## config.mk

```make
export PLATFORM = sky130hd
export DESIGN_NAME = root_pair_lattice_offset_test_unit
export DESIGN_NICKNAME = d
export VERILOG_FILES = /design/src/hw/rtl/rplot_pkg.sv /design/src/hw/rtl/root_pair_lattice_offset_test_unit.sv
export SDC_FILE = /design/constraint.sdc
export NUM_CORES = 2
export LEC_CHECK = 0
export BUFFER_PORTS_ARGS = -buffer_cell sky130_fd_sc_hd__buf_2
export CORE_MARGIN = 5
export CORE_UTILIZATION = 65
export DETAILED_ROUTE_END_ITERATION = 10
export MAX_ROUTING_LAYER = met4
export PLACE_DENSITY = 0.83
export SETUP_SLACK_MARGIN = 0.1
export SLEW_MARGIN = 10
export SYNTH_ARGS = -nofsm -noshare
export SYNTH_HDL_FRONTEND = slang
export SYNTH_SLANG_ARGS = --single-unit
```

## constraint.sdc

```tcl
create_clock -name i_clk -period 31 [get_ports i_clk]
set_clock_uncertainty 0.15 [all_clocks]
set_input_delay 1.55 -clock i_clk [delete_from_list [all_inputs] [get_ports i_clk]]
set_output_delay 1.55 -clock i_clk [all_outputs]
set_load 0.05 [all_outputs]
```

## src/hw/rtl/rplot_pkg.sv

```systemverilog
// Package: sequencer states and widths for the root-pair lattice offset test unit.
package rplot_pkg;

    localparam int unsigned PRIME_BITS_DEF = 32;
    localparam int unsigned WORD_W         = 64;
    localparam int unsigned CNT_W          = 7;
    localparam int unsigned COEF_W         = 66;

    typedef enum logic [3:0] {
        ST_IDLE,
        ST_SQR,
        ST_CHK,
        ST_DLR,
        ST_DSR,
        ST_DA,
        ST_ECHK,
        ST_EUC,
        ST_FIN,
        ST_MUL,
        ST_OUT
    } t_state;

endpackage

```

## src/hw/rtl/root_pair_lattice_offset_test_unit.sv

```systemverilog
// Top level: bit-serial modular inverse and offset test over one root pair.
//
// One beat is taken when start is high and busy is low; busy stays high until
// the result strobe o_done, which lasts one cycle and cannot be held off.
// The primes are first squared bit-serially, followed by a check state, then
// three bit-serial reductions modulo q^2 (both roots and p^2), then
// extended-Euclid steps (each a check state plus one restoring division with
// the cofactor product formed alongside), a closing check state and a state
// to settle the inverse, then the bit-serial modular product and an output
// state. An item with q^2 == 0 finishes right after the squaring and its check
// state; an item without an inverse skips the product. The reductions and the
// Euclid divisions share the one-bit-per-cycle divider; the product uses the
// one-bit-per-cycle modular multiplier.
module root_pair_lattice_offset_test_unit #(
    parameter int unsigned PRIME_BITS = rplot_pkg::PRIME_BITS_DEF
) (
    input  logic        i_clk,
    input  logic        i_rst_n,
    input  logic        start,
    output logic        busy,
    input  logic [31:0] i_small_prime,
    input  logic [31:0] i_large_prime,
    input  logic [63:0] i_small_root,
    input  logic [63:0] i_large_root,
    input  logic [31:0] i_offset_bound,
    output logic        o_done,
    output logic        o_hit,
    output logic [63:0] o_offset,
    output logic        o_no_inverse
);
    import rplot_pkg::*;

    localparam logic [CNT_W-1:0] SQR_LAST  = CNT_W'(PRIME_BITS - 1);
    localparam logic [CNT_W-1:0] WORD_LAST = CNT_W'(WORD_W - 1);

    // a + b mod m for a, b < m
    function automatic logic [WORD_W-1:0] add_mod(input logic [WORD_W-1:0] a,
                                                  input logic [WORD_W-1:0] b,
                                                  input logic [WORD_W-1:0] m);
        logic [WORD_W:0] sum;
        sum = {1'b0, a} + {1'b0, b};
        if (sum >= {1'b0, m}) begin
            sum = sum - {1'b0, m};
        end
        return sum[WORD_W-1:0];
    endfunction

    t_state r_state, n_state;
    logic [CNT_W-1:0] r_cnt;

    logic [PRIME_BITS-1:0] r_p, r_q, r_shp, r_shq;
    logic [WORD_W-1:0]     r_p2, r_q2;
    logic [WORD_W-1:0]     r_lr, r_sr;
    logic [31:0]           r_bound;

    // divider
    logic [WORD_W-1:0]        r_dq, r_den, r_rem;
    logic signed [COEF_W-1:0] r_prod;
    // extended Euclid
    logic [WORD_W-1:0]        r_r0, r_r1;
    logic signed [COEF_W-1:0] r_t0, r_t1;
    // modular multiplier
    logic [WORD_W-1:0]        r_acc, r_x, r_mb;

    logic                  r_hit, r_no_inv;
    logic [WORD_W-1:0]     r_offset;

    logic [WORD_W:0]          rem_sh;
    logic                     qbit;
    logic [WORD_W-1:0]        rem_nx;
    logic signed [COEF_W-1:0] prod_nx;
    logic [WORD_W-1:0]        acc_nx, x_nx, diff, inv;
    logic signed [COEF_W-1:0] t_fix;
    logic                     last_word;

    // one restoring division step, cofactor product built from quotient bits
    always_comb begin
        rem_sh  = {r_rem, r_dq[WORD_W-1]};
        qbit    = (rem_sh >= {1'b0, r_den});
        rem_nx  = qbit ? WORD_W'(rem_sh - {1'b0, r_den}) : rem_sh[WORD_W-1:0];
        prod_nx = (r_prod <<< 1) + (qbit ? r_t1 : COEF_W'(0));
    end

    // one modular multiply step, LSB first
    always_comb begin
        acc_nx = r_mb[0] ? add_mod(r_acc, r_x, r_q2) : r_acc;
        x_nx   = add_mod(r_x, r_x, r_q2);
    end

    // root difference and positive inverse
    always_comb begin
        diff  = (r_lr >= r_sr) ? (r_lr - r_sr) : (r_lr + (r_q2 - r_sr));
        t_fix = r_t0 + $signed({2'b00, r_q2});
        inv   = (r_t0 < 0) ? t_fix[WORD_W-1:0] : r_t0[WORD_W-1:0];
    end

    assign last_word = (r_cnt == WORD_LAST);

    // next state
    always_comb begin
        n_state = r_state;
        case (r_state)
            ST_IDLE: if (start) n_state = ST_SQR;
            ST_SQR:  if (r_cnt == SQR_LAST) n_state = ST_CHK;
            ST_CHK:  n_state = (r_q2 == '0) ? ST_OUT : ST_DLR;
            ST_DLR:  if (last_word) n_state = ST_DSR;
            ST_DSR:  if (last_word) n_state = ST_DA;
            ST_DA:   if (last_word) n_state = ST_ECHK;
            ST_ECHK: n_state = (r_r1 == '0) ? ST_FIN : ST_EUC;
            ST_EUC:  if (last_word) n_state = ST_ECHK;
            ST_FIN:  n_state = (r_r0 != WORD_W'(1)) ? ST_OUT : ST_MUL;
            ST_MUL:  if (last_word) n_state = ST_OUT;
            ST_OUT:  n_state = ST_IDLE;
            default: n_state = ST_IDLE;
        endcase
    end

    // handshake outputs
    always_comb begin
        busy   = (r_state != ST_IDLE);
        o_done = (r_state == ST_OUT);
    end

    assign o_hit        = r_hit;
    assign o_offset     = r_offset;
    assign o_no_inverse = r_no_inv;

    // state register
    always_ff @(posedge i_clk) begin
        if (!i_rst_n) begin
            r_state <= ST_IDLE;
        end else begin
            r_state <= n_state;
        end
    end

    // datapath
    always_ff @(posedge i_clk) begin
        case (r_state)
            ST_IDLE: begin
                r_p     <= i_small_prime[PRIME_BITS-1:0];
                r_q     <= i_large_prime[PRIME_BITS-1:0];
                r_shp   <= i_small_prime[PRIME_BITS-1:0];
                r_shq   <= i_large_prime[PRIME_BITS-1:0];
                r_lr    <= i_large_root;
                r_sr    <= i_small_root;
                r_bound <= i_offset_bound;
                r_p2    <= '0;
                r_q2    <= '0;
                r_cnt   <= '0;
            end
            ST_SQR: begin
                // square both primes, MSB first
                r_p2  <= {r_p2[WORD_W-2:0], 1'b0}
                         + (r_shp[PRIME_BITS-1] ? WORD_W'(r_p) : WORD_W'(0));
                r_q2  <= {r_q2[WORD_W-2:0], 1'b0}
                         + (r_shq[PRIME_BITS-1] ? WORD_W'(r_q) : WORD_W'(0));
                r_shp <= r_shp << 1;
                r_shq <= r_shq << 1;
                r_cnt <= r_cnt + 1'b1;
            end
            ST_CHK: begin
                r_hit    <= 1'b0;
                r_offset <= '0;
                r_no_inv <= 1'b1;
                r_dq     <= r_lr;
                r_den    <= r_q2;
                r_rem    <= '0;
                r_prod   <= '0;
                r_cnt    <= '0;
            end
            ST_DLR, ST_DSR, ST_DA, ST_EUC: begin
                r_dq   <= {r_dq[WORD_W-2:0], qbit};
                r_rem  <= rem_nx;
                r_prod <= prod_nx;
                r_cnt  <= r_cnt + 1'b1;
                if (last_word) begin
                    r_rem  <= '0;
                    r_prod <= '0;
                    r_cnt  <= '0;
                    r_den  <= r_q2;
                    case (r_state)
                        ST_DLR: begin
                            r_lr <= rem_nx;
                            r_dq <= r_sr;
                        end
                        ST_DSR: begin
                            r_sr <= rem_nx;
                            r_dq <= r_p2;
                        end
                        ST_DA: begin
                            r_r0 <= r_q2;
                            r_r1 <= rem_nx;
                            r_t0 <= '0;
                            r_t1 <= COEF_W'(1);
                        end
                        default: begin
                            r_r0 <= r_r1;
                            r_r1 <= rem_nx;
                            r_t0 <= r_t1;
                            r_t1 <= r_t0 - prod_nx;
                        end
                    endcase
                end
            end
            ST_ECHK: begin
                // load the next Euclid division
                r_dq   <= r_r0;
                r_den  <= r_r1;
                r_rem  <= '0;
                r_prod <= '0;
                r_cnt  <= '0;
            end
            ST_FIN: begin
                r_acc <= '0;
                r_x   <= diff;
                r_mb  <= inv;
                r_cnt <= '0;
            end
            ST_MUL: begin
                r_acc <= acc_nx;
                r_x   <= x_nx;
                r_mb  <= r_mb >> 1;
                r_cnt <= r_cnt + 1'b1;
                if (last_word) begin
                    r_offset <= acc_nx;
                    r_hit    <= (acc_nx < {32'd0, r_bound});
                    r_no_inv <= 1'b0;
                end
            end
            default: begin
                r_cnt <= r_cnt;
            end
        endcase
    end

endmodule

```

==> impl_table.tex <==
\begin{tabular}{lr}
\hline
Metric & Value \\
\hline
\multicolumn{2}{l}{\textbf{Drt}} \\
\quad Final Routed Wirelength & 298 mm \\
\quad Post-detailed-route via-to-cell ratio & about 6.7 \\
\quad Routed wire per std cell & 25.6 um \\
\quad First-iteration detailed-routing DRC count & around 10,000 \\
\quad Post-route antenna net violation count & 0 \\
\quad Detailed-routing iteration count for the pre-antenna-repair pass & 11 \\
\quad Via count & 78,200 \\
\quad Remaining routing DRC violations & 3 \\
\multicolumn{2}{l}{\textbf{Synthesis}} \\
\quad Number of storage elements in the synthesis netlist & 1,202 \\
\quad Fraction of synthesis flops using an asynchronous set or reset pin & 0 \\
\quad Cell area after synthesis & 89,300 um\^{}2 \\
\quad Post-Synthesis Net Count & 10,600 \\
\quad Sequential cell area fraction in the yosys report & 0.404 \\
\quad Distinct cell type count after synthesis & 109 \\
\quad Synthesized instance count & just under 10,000 \\
\quad Synth warnings & 0 \\
\quad Number of enable-type register cells in the synthesized netlist & 1,198 \\
\quad Leading register cell type out of synthesis & sky130\_fd\_sc\_hd\_\_edfxtp\_1 \\
\quad Per-instance average area after synthesis & a little over 9 um\^{}2 \\
\multicolumn{2}{l}{\textbf{Floorplanning}} \\
\quad Floorplan core area & 137,000 um\^{}2 \\
\quad Horizontal extent of the die & 381 um \\
\quad Die height & 381 um \\
\quad Initial core utilization & 0.652 \\
\quad Die outline area & 145,000 um\^{}2 \\
\quad Std-Cell Rows & 136 \\
\quad Number of top-level pins & 295 \\
\multicolumn{2}{l}{\textbf{Worst setup path}} \\
\quad Crit Path Category & flop to flop \\
\quad Slack of the worst reg-to-reg path & 19.96 ns \\
\quad Required time of the critical path & 31.35 ns \\
\quad Critical Path Most Common Cell & sky130\_fd\_sc\_hd\_\_a21oi\_1 \\
\quad Worst R2R Start & r\_rem[4]\$\_SDFFCE\_PP0P\_ \\
\quad Critical path arrival & approximately 11 ns \\
\quad Worst-path maximum fanout & 36 \\
\quad Worst r2r path cells & between 40 and 50 \\
\quad Worst setup startpoint & r\_rem[4]\$\_SDFFCE\_PP0P\_ \\
\quad Category of the worst setup path capture point & flop \\
\quad Slowest CP cell & sky130\_fd\_sc\_hd\_\_o41ai\_1 \\
\quad Largest stage delay, worst path & 0.65 ns \\
\quad Startpoint Class & flop \\
\multicolumn{2}{l}{\textbf{Layout}} \\
\quad Area Growth Syn to Fin & 8.44\% \\
\quad Fill cell instance count of the final layout & 10,300 \\
\quad Net count, final & 10,700 \\
\quad Top flop regs & r\_t0 (66), r\_t1 (66), r\_prod (65) \\
\quad Register area & roughly 36,000 um\^{}2 \\
\quad Share of cells above drive strength 1 & 0.0748 \\
\quad Multi-input logic area & between 40,000 and 50,000 um\^{}2 \\
\multicolumn{2}{l}{\textbf{Clocking}} \\
\quad Sinks on Clock Net & 1,202 \\
\quad Resized Gates After CTS & 0 \\
\quad Clock latency of the later-clocked register in the worst-skew pair & 0.81 ns \\
\quad Clock tree buffer depth & 3 \\
\quad Clock tree from TritonCTS & yes \\
\quad Clock slew seen by the registers of the worst setup and hold paths & 0.06 ns \\
\quad Total clock buffers created by CTS & 138 \\
\quad \# Post-CTS Setup Buffers & 0 \\
\quad Total number of H-tree levels & 4 \\
\quad CTS root buf & sky130\_fd\_sc\_hd\_\_clkbuf\_16 \\
\quad Post-CTS Hold Fix Bufs & 0 \\
\multicolumn{2}{l}{\textbf{Min path}} \\
\quad Worst hold path stage count & 2 \\
\quad Start point of the worst min-delay path & r\_shp[16]\$\_DFFE\_PP\_ \\
\quad Classification of the worst-slack hold path & flop to flop \\
\multicolumn{2}{l}{\textbf{STA}} \\
\quad Endpoints failing setup & 0 \\
\quad Period utilisation layout & 0.356 \\
\quad Slew at the pin closest to its max-slew limit & about 1.3 ns \\
\quad Max Slew Vio Count & 0 \\
\quad Post-layout min period & around 11 ns \\
\quad Max transition margin & 0.0980 \\
\quad Final Hold Fails & 0 \\
\quad Maximum clock frequency & 90.6 MHz \\
\quad Setup repair after global routing missed its margin & no \\
\quad Setup\_tns & 0 ns \\
\multicolumn{2}{l}{\textbf{Status}} \\
\quad Violated checks & DRC \\
\quad Status & complete, but fails checks \\
\multicolumn{2}{l}{\textbf{Global routing}} \\
\quad Number of antenna violations at the first check in global routing & 11 \\
\quad Overall fraction of global-route tracks in use & 0.409 \\
\quad Maximum number of pins on one net before global-route repair & 194 \\
\quad First-pass GRT wire length & 443 mm \\
\quad Number of global-route vias before repair & 73,100 \\
\quad Total global routing overflow & 0 \\
\multicolumn{2}{l}{\textbf{Placed design}} \\
\quad Half-perimeter wire length after detailed placement & 229 mm \\
\quad Port buffer count & $\sim$290 \\
\quad Placer's final routability congestion estimate & 1.07 \\
\multicolumn{2}{l}{\textbf{Flow run}} \\
\quad Max-cap check violation count & 0 \\
\hline
\end{tabular}
==> per-stage QoR <==
step	hold WS, ns	utilization	cell area, um^2	setup slack (ns)	std cells
floorplan	0.334	-	89300	10.37	9637
CTS	0.362	0.707	96800	20.22	11600
finish	0.352	0.707	96800	19.96	11700
global route	0.377	0.707	96800	19.36	11700
global placement	0.335	0.673	92200	20.46	11400
detailed placement	0.346	0.673	92200	20.34	11400
==> cell families after synthesis <==
kind of cell	synth area share
AO/OA/AOI/OAI	0.203
buffers and inverters	0.0452
adder cells (fa/ha/maj)	0.110
XOR/XNOR	0.0590
multiplexers	0.0184
flip-flops	0.404
AND/OR/NAND/NOR	0.161
==> worst max-delay path: cells and delay by family (launching register included) <==
| family | cells | cell delay (ns) |
|---|---|---|
| AND/OR/NAND/NOR | 10 | 1.94 |
| adder cells (fa/ha/maj) | 4 | 1.17 |
| buffers and inverters | 2 | 0.36 |
| AO/OA/AOI/OAI | 26 | 6.71 |
| flip-flops | 1 | 0.39 |
==> area by class of cell <==
type | count | area share
Antenna cell | 15 | 0.000388
Clock buffer | 165 | 0.0367
Clock inverter | 82 | 0.0107
Inverter | 644 | 0.0250
Multi-Input combinational cell | 7387 | 0.510
Sequential cell | 1202 | 0.372
Tap cell | 1794 | 0.0232
Timing Repair Buffer | 371 | 0.0214
==> placed cells by master, fill, tap and decap left out, drive strengths merged, types with 289 or more instances in the layout <==
| cell | Yosys | routed |
|---|---|---|
| a21o | 358 | 358 |
| a21oi | 904 | 904 |
| and2 | 289 | 289 |
| buf | 74 | 371 |
| edfxtp | 1198 | 1198 |
| ha | 667 | 667 |
| inv | 639 | 646 |
| nand2 | 863 | 863 |
| nor2 | 857 | 857 |
| o21ai | 639 | 639 |
| xnor2 | 334 | 334 |
==> synthesized netlist by cell type, types with 19 or more instances <==
cell type	count	area share
sky130_fd_sc_hd__o31ai_1	38	0.0032
sky130_fd_sc_hd__a22oi_1	133	0.011
sky130_fd_sc_hd__a21oi_1	903	0.051
sky130_fd_sc_hd__nor2_1	855	0.036
sky130_fd_sc_hd__o211ai_1	62	0.0052
sky130_fd_sc_hd__clkbuf_1	329	0.014
sky130_fd_sc_hd__buf_2	32	0.0018
sky130_fd_sc_hd__a211oi_1	123	0.010
sky130_fd_sc_hd__buf_1	32	0.0013
sky130_fd_sc_hd__xnor2_1	334	0.033
sky130_fd_sc_hd__o21bai_1	87	0.0073
sky130_fd_sc_hd__and2_1	289	0.020
sky130_fd_sc_hd__nand4_1	130	0.0091
sky130_fd_sc_hd__inv_1	639	0.027
sky130_fd_sc_hd__nor4_1	89	0.0062
sky130_fd_sc_hd__a21o_1	358	0.030
sky130_fd_sc_hd__o31a_1	20	0.0020
sky130_fd_sc_hd__o21ai_0	624	0.035
sky130_fd_sc_hd__mux2_2	34	0.0043
sky130_fd_sc_hd__mux2i_1	124	0.014
sky130_fd_sc_hd__or3_1	48	0.0034
sky130_fd_sc_hd__or2_2	32	0.0022
sky130_fd_sc_hd__edfxtp_1	1198	0.40
sky130_fd_sc_hd__fa_1	73	0.016
sky130_fd_sc_hd__and4_1	30	0.0029
sky130_fd_sc_hd__nand2b_1	104	0.0073
sky130_fd_sc_hd__a41oi_1	19	0.0019
sky130_fd_sc_hd__and3_1	92	0.0064
sky130_fd_sc_hd__nor3_1	123	0.0069
sky130_fd_sc_hd__nand2_1	861	0.036
sky130_fd_sc_hd__a21boi_0	28	0.0024
sky130_fd_sc_hd__xor2_1	265	0.026
sky130_fd_sc_hd__ha_1	667	0.093
sky130_fd_sc_hd__nor2b_1	108	0.0076
sky130_fd_sc_hd__o21a_1	159	0.013
sky130_fd_sc_hd__a31oi_1	78	0.0055
sky130_fd_sc_hd__nand3_1	188	0.011
sky130_fd_sc_hd__a221oi_1	20	0.0020
==> final timing paths <==
check                                end
hold / removal       r_shp[17]$_DFFE_PP_
setup reg to reg  r_t1[62]$_SDFFCE_PP0P_
hold reg to reg      r_shp[17]$_DFFE_PP_
setup / recovery  r_t1[62]$_SDFFCE_PP0P_
==> routing by layer <==
layer	vias to the layer above	GRT usage	routed length, um
li1	35400	-	-
met1	37000	0.543	115000
met2	4959	0.593	127000
met3	802	0.0921	37800
met4	0	0.206	18800
met5	-	-	0
Power is left out: the tool's default activity adds up to more than one toggle a clock period on the data nets, which glitch-free logic cannot reach.
